===== src/rtl/core/gnz_pkg.sv =====
package gnz_pkg;

   localparam int TAB_BITS   = 8;
   localparam int TAB_DEPTH  = 1 << TAB_BITS;
   localparam int FRAC_BITS  = 16;
   localparam int GRAD_BITS  = 16;
   localparam int FADE_BITS  = 16;
   localparam int DOT_BITS   = 20;
   localparam int OUT_BITS   = 18;
   localparam int COORD_BITS = 32;

   localparam logic [1:0] OP_EVAL = 2'd0;
   localparam logic [1:0] OP_PERM = 2'd1;
   localparam logic [1:0] OP_GRAD = 2'd2;

   // fade polynomial offsets in signed Q5.16 and Q22.16
   localparam logic signed [21:0] FADE_P_OFS = 22'sd983040;
   localparam logic signed [38:0] FADE_Q_OFS = 39'sd655360;

   localparam logic signed [DOT_BITS-1:0] OUT_MAX = DOT_BITS'(131071);
   localparam logic signed [DOT_BITS-1:0] OUT_MIN = -DOT_BITS'(131072);

   typedef struct packed {
      logic signed [GRAD_BITS-1:0] gx;
      logic signed [GRAD_BITS-1:0] gy;
   } grad_type;

   typedef struct packed {
      logic [1:0]          op;
      logic [TAB_BITS-1:0] idx;
      logic [TAB_BITS-1:0] perm;
      grad_type            grad;
   } load_type;

endpackage


===== src/rtl/core/gnz_fade.sv =====
module gnz_fade
   import gnz_pkg::*;
(
   input  logic                 clock,
   input  logic                 adv,
   input  logic [FADE_BITS-1:0] t,
   output logic [FADE_BITS-1:0] u
);

   logic signed [21:0] p_w;
   logic signed [38:0] tp_w;
   logic signed [38:0] q_w;
   logic [35:0]        u_w;

   logic [31:0]          tt_ff;
   logic signed [38:0]   tp_ff;
   logic [FADE_BITS-1:0] t1_ff;
   logic [31:0]          c_ff;
   logic [19:0]          q_ff;
   logic [FADE_BITS-1:0] u_ff;

   always_comb begin
      p_w  = $signed({6'd0, t}) * 22'sd6 - FADE_P_OFS;
      tp_w = $signed({23'd0, t}) * 39'(p_w);
      q_w  = (tp_ff >>> FADE_BITS) + FADE_Q_OFS;
      u_w  = c_ff[31:16] * q_ff;
   end

   always_ff @(posedge clock) begin
      if (adv) begin
         tt_ff <= t * t;
         tp_ff <= tp_w;
         t1_ff <= t;
         c_ff  <= tt_ff[31:16] * t1_ff;
         q_ff  <= q_w[19:0];
         u_ff  <= u_w[31:16];
      end
   end

   assign u = u_ff;

endmodule


===== config.mk =====
export PLATFORM = sky130hd
export DESIGN_NAME = gnz_fade
export DESIGN_NICKNAME = d
export VERILOG_FILES = /design/src/rtl/core/gnz_pkg.sv /design/src/rtl/core/gnz_fade.sv
export SDC_FILE = /design/constraint.sdc
export NUM_CORES = 2
export LEC_CHECK = 0
export BUFFER_PORTS_ARGS = -buffer_cell sky130_fd_sc_hd__buf_2
export CAP_MARGIN = 5
export CORE_MARGIN = 3
export CORE_UTILIZATION = 65
export DETAILED_ROUTE_END_ITERATION = 10
export PLACE_DENSITY = 0.91
export RECOVER_POWER = 100
export SETUP_SLACK_MARGIN = 0.5
export SLEW_MARGIN = 5
export SYNTH_ARGS = -nofsm -noshare
export SYNTH_HDL_FRONTEND = slang
export SYNTH_SLANG_ARGS = --single-unit

===== constraint.sdc =====
create_clock -name clock -period 16.7 [get_ports clock]
set_input_delay 0.835 -clock clock [delete_from_list [all_inputs] [get_ports clock]]
set_output_delay 0.835 -clock clock [all_outputs]
set_load 0.01 [all_outputs]

==> impl_metrics.tcl <==
set metrics [dict create \
    grt_pass1_wl_mm 160 \
    cts_tree "built" \
    finalWorstSetupSlack_ps 3850 \
    drc 0 \
    grt_max_degree 70 \
    fin_nets 5348 \
    drive_above_1_share 0.0146 \
    io_pins 34 \
    start_util 0.662 \
    gr-total-overflow 0 \
    cts.repair.resized 0 \
    synth_edf_count 104 \
    syn_nets 5430 \
    finClkSkew_ps 15.0 \
    cp_slowest_cell "clkbuf_1" \
    place_ws_ps 5690 \
    relSlewSlack -1.53 \
    postCtsSetupBuffers 0 \
    core_area_um2 58100 \
    avgSynthCellArea_um2 9.37 \
    setup_viol 0 \
    cp_top_family "adder cells" \
    worstPathRequired_ps 16850 \
    ys_async_sr_fraction 0 \
    cp-end-kind "flop" \
    cts.hold.buffers_added 0 \
    worst_pin_slew_ps 3800 \
    totalWireLength_mm 98.1 \
    critPathMaxFanout 33 \
    arrival_ps 12990 \
    yosysMostFrequentCell "inv_1" \
    grt_pass1_vias 32710 \
    reg2reg_depth 22 \
    seqCellArea_um2 3120 \
    ys_ff_latch 104 \
    numCtsBuffers 9 \
    row_count 88 \
    fmax_mhz 77.8 \
    io_buffers 33 \
    reg2reg_to "c_ff[28]" \
    dr_total_vias 28268 \
    first_pass_iters 7 \
    worstSetupStartpoint "t[1]" \
    r2r_slack_ps 9150 \
    antenna_found_initial 1 \
    h-tree-depth 3 \
    vias_per_cell 5.89 \
    netlist_instances 4109 \
    min_period_ps 12850 \
    critPathKind "in2reg" \
    dieWidth_um 249 \
    clkSlewWorstSetupHoldPaths_ps 100 \
    cpMostUsedCell "fa_1" \
    synth_top_area_frac 0.473 \
    synth-warning-count 0 \
    cts_sinks 104 \
    num-fill-cells 3934 \
    worstHoldStart "tp_ff[16]" \
    slowest_delay_ps 1400 \
    timing.final.crit_share 0.769 \
    gp_congestion 0.932 \
    wl_per_cell_um 20.4 \
    cap_viol_max_count 19 \
    hold_path_depth 0 \
    area_delta_synth_final_pct 2.61 \
    path_depth 30 \
    crit_buf_inv 6 \
    failed_checks "max-capacitance violations, max-slew violations" \
    setup-tns-final_ps 0 \
    clockRootBuffer "clkbuf_16" \
    clk_latency_ps 400 \
    hpwl_mm 75.1 \
    synth_area_leader_cell "fa_1" \
    ys_seq_area_frac 0.0811 \
    final_antenna_net_count 0 \
    cts_buffer_depth 2 \
    synth.distinct_cells 66 \
    drv_slew 647 \
    holdPathEnd "q_ff[0]" \
    r2r_start "t1_ff[2]" \
    rsz0062_at_grt "false" \
    critPathLaunchType "input pin" \
    synth_area_um2 38500 \
    track_usage 0.325 \
    hp-class "reg2reg" \
    drt_iter0_drc 2351 \
    outcome "complete, but fails checks" \
    dieArea_um2 62200 \
    synthTopCellsByArea "fa_1, ha_1, inv_1" \
    finalHoldViolCount 0 \
    multi_input_area_um2 30600 \
    synth_top_cells_by_count "inv_1, fa_1, nand2_1" \
    yosys_most_used_dff "edfxtp_1" \
    die_h_um 249 \
]
worst max-delay path by stage:
stage                           end  slack (ps)
final                     tp_ff[35]        3850
after global routing      tp_ff[35]        3260
after detailed placement  tp_ff[35]        5690
after CTS                 tp_ff[35]        6100
after floorplan           tp_ff[35]        7130
after global placement    tp_ff[35]        6060
state kept, by name, summed over array words and instances, names as in the netlist:
register and flops:
c_ff 16, q_ff 20, t1_ff 15, tp_ff 20, tt_ff 17, u 16
per-stage QoR:
| step | util | std cells | area [µm²] | hold slack, ps |
|---|---|---|---|---|
| after global placement | 0.676 | 4781 | 39300 | 401 |
| after CTS | 0.681 | 4797 | 39600 | 425 |
| after global routing | 0.679 | 4797 | 39500 | 430 |
| final | 0.680 | 4799 | 39500 | 424 |
| after floorplan | - | 4109 | 38500 | 400 |
| after detailed placement | 0.676 | 4781 | 39300 | 405 |
layout by cell type (no fill, tap or decap), drive strengths merged, types with 3 or more instances in the layout:
| cell type | netlist | routed |
|---|---|---|
| a2111oi | 4 | 4 |
| a211o | 3 | 3 |
| a211oi | 4 | 4 |
| a21o | 17 | 17 |
| a21oi | 55 | 55 |
| a31oi | 6 | 6 |
| a41oi | 3 | 3 |
| and2 | 288 | 288 |
| and3 | 5 | 5 |
| and4 | 3 | 3 |
| buf | 7 | 22 |
| clkbuf | 142 | 43 |
| clkinv | 5 | 9 |
| edfxtp | 104 | 104 |
| fa | 910 | 910 |
| ha | 393 | 393 |
| inv | 1122 | 1125 |
| nand2 | 629 | 629 |
| nand2b | 12 | 12 |
| nand3 | 19 | 19 |
| nand4 | 11 | 11 |
| nor2 | 108 | 108 |
| nor2b | 17 | 17 |
| nor3 | 25 | 25 |
| nor3b | 3 | 3 |
| o211ai | 7 | 7 |
| o21a | 16 | 16 |
| o21ai | 33 | 33 |
| o21bai | 9 | 9 |
| or2 | 4 | 4 |
| or3 | 5 | 5 |
| xnor2 | 78 | 78 |
| xor2 | 29 | 29 |
cell type report:
cell class                      count  area share
Antenna cell                        2    0.000127
Timing Repair Buffer               56     0.00697
Tap cell                          765      0.0242
Clock buffer                        9     0.00570
Clock inverter                      7     0.00231
Multi-Input combinational cell   2729       0.775
Sequential cell                   104      0.0791
Inverter                         1127       0.107
layer usage:
| layer | wire length (µm) | track usage | vias up | share of wire |
|---|---|---|---|---|
| met5 | 0 | 0 | - | 0 |
| met2 | 47600 | 0.553 | 1932 | 0.49 |
| met4 | 6690 | 0.188 | 0 | 0.068 |
| met3 | 11400 | 0.0743 | 592 | 0.12 |
| met1 | 32300 | 0.379 | 13968 | 0.33 |
| li1 | - | - | 11776 | - |
cells by family (layout without fill, tap and decap cells):
kind of cell	count (synthesis)	count (layout)	synth area share
adders and majority gates	1303	1303	0.601
buffers and inverters	1276	1199	0.125
and+or+nand+nor	1135	1135	0.136
AOI/OAI and AO/OA	182	182	0.0326
xor gates and xnor gates	107	107	0.0243
DFF	104	104	0.0811
muxes	2	2	0.000585
other	0	2	0
Power is left out: the tool's default activity adds up to more than one toggle a clock period on the data nets, which glitch-free logic cannot reach.
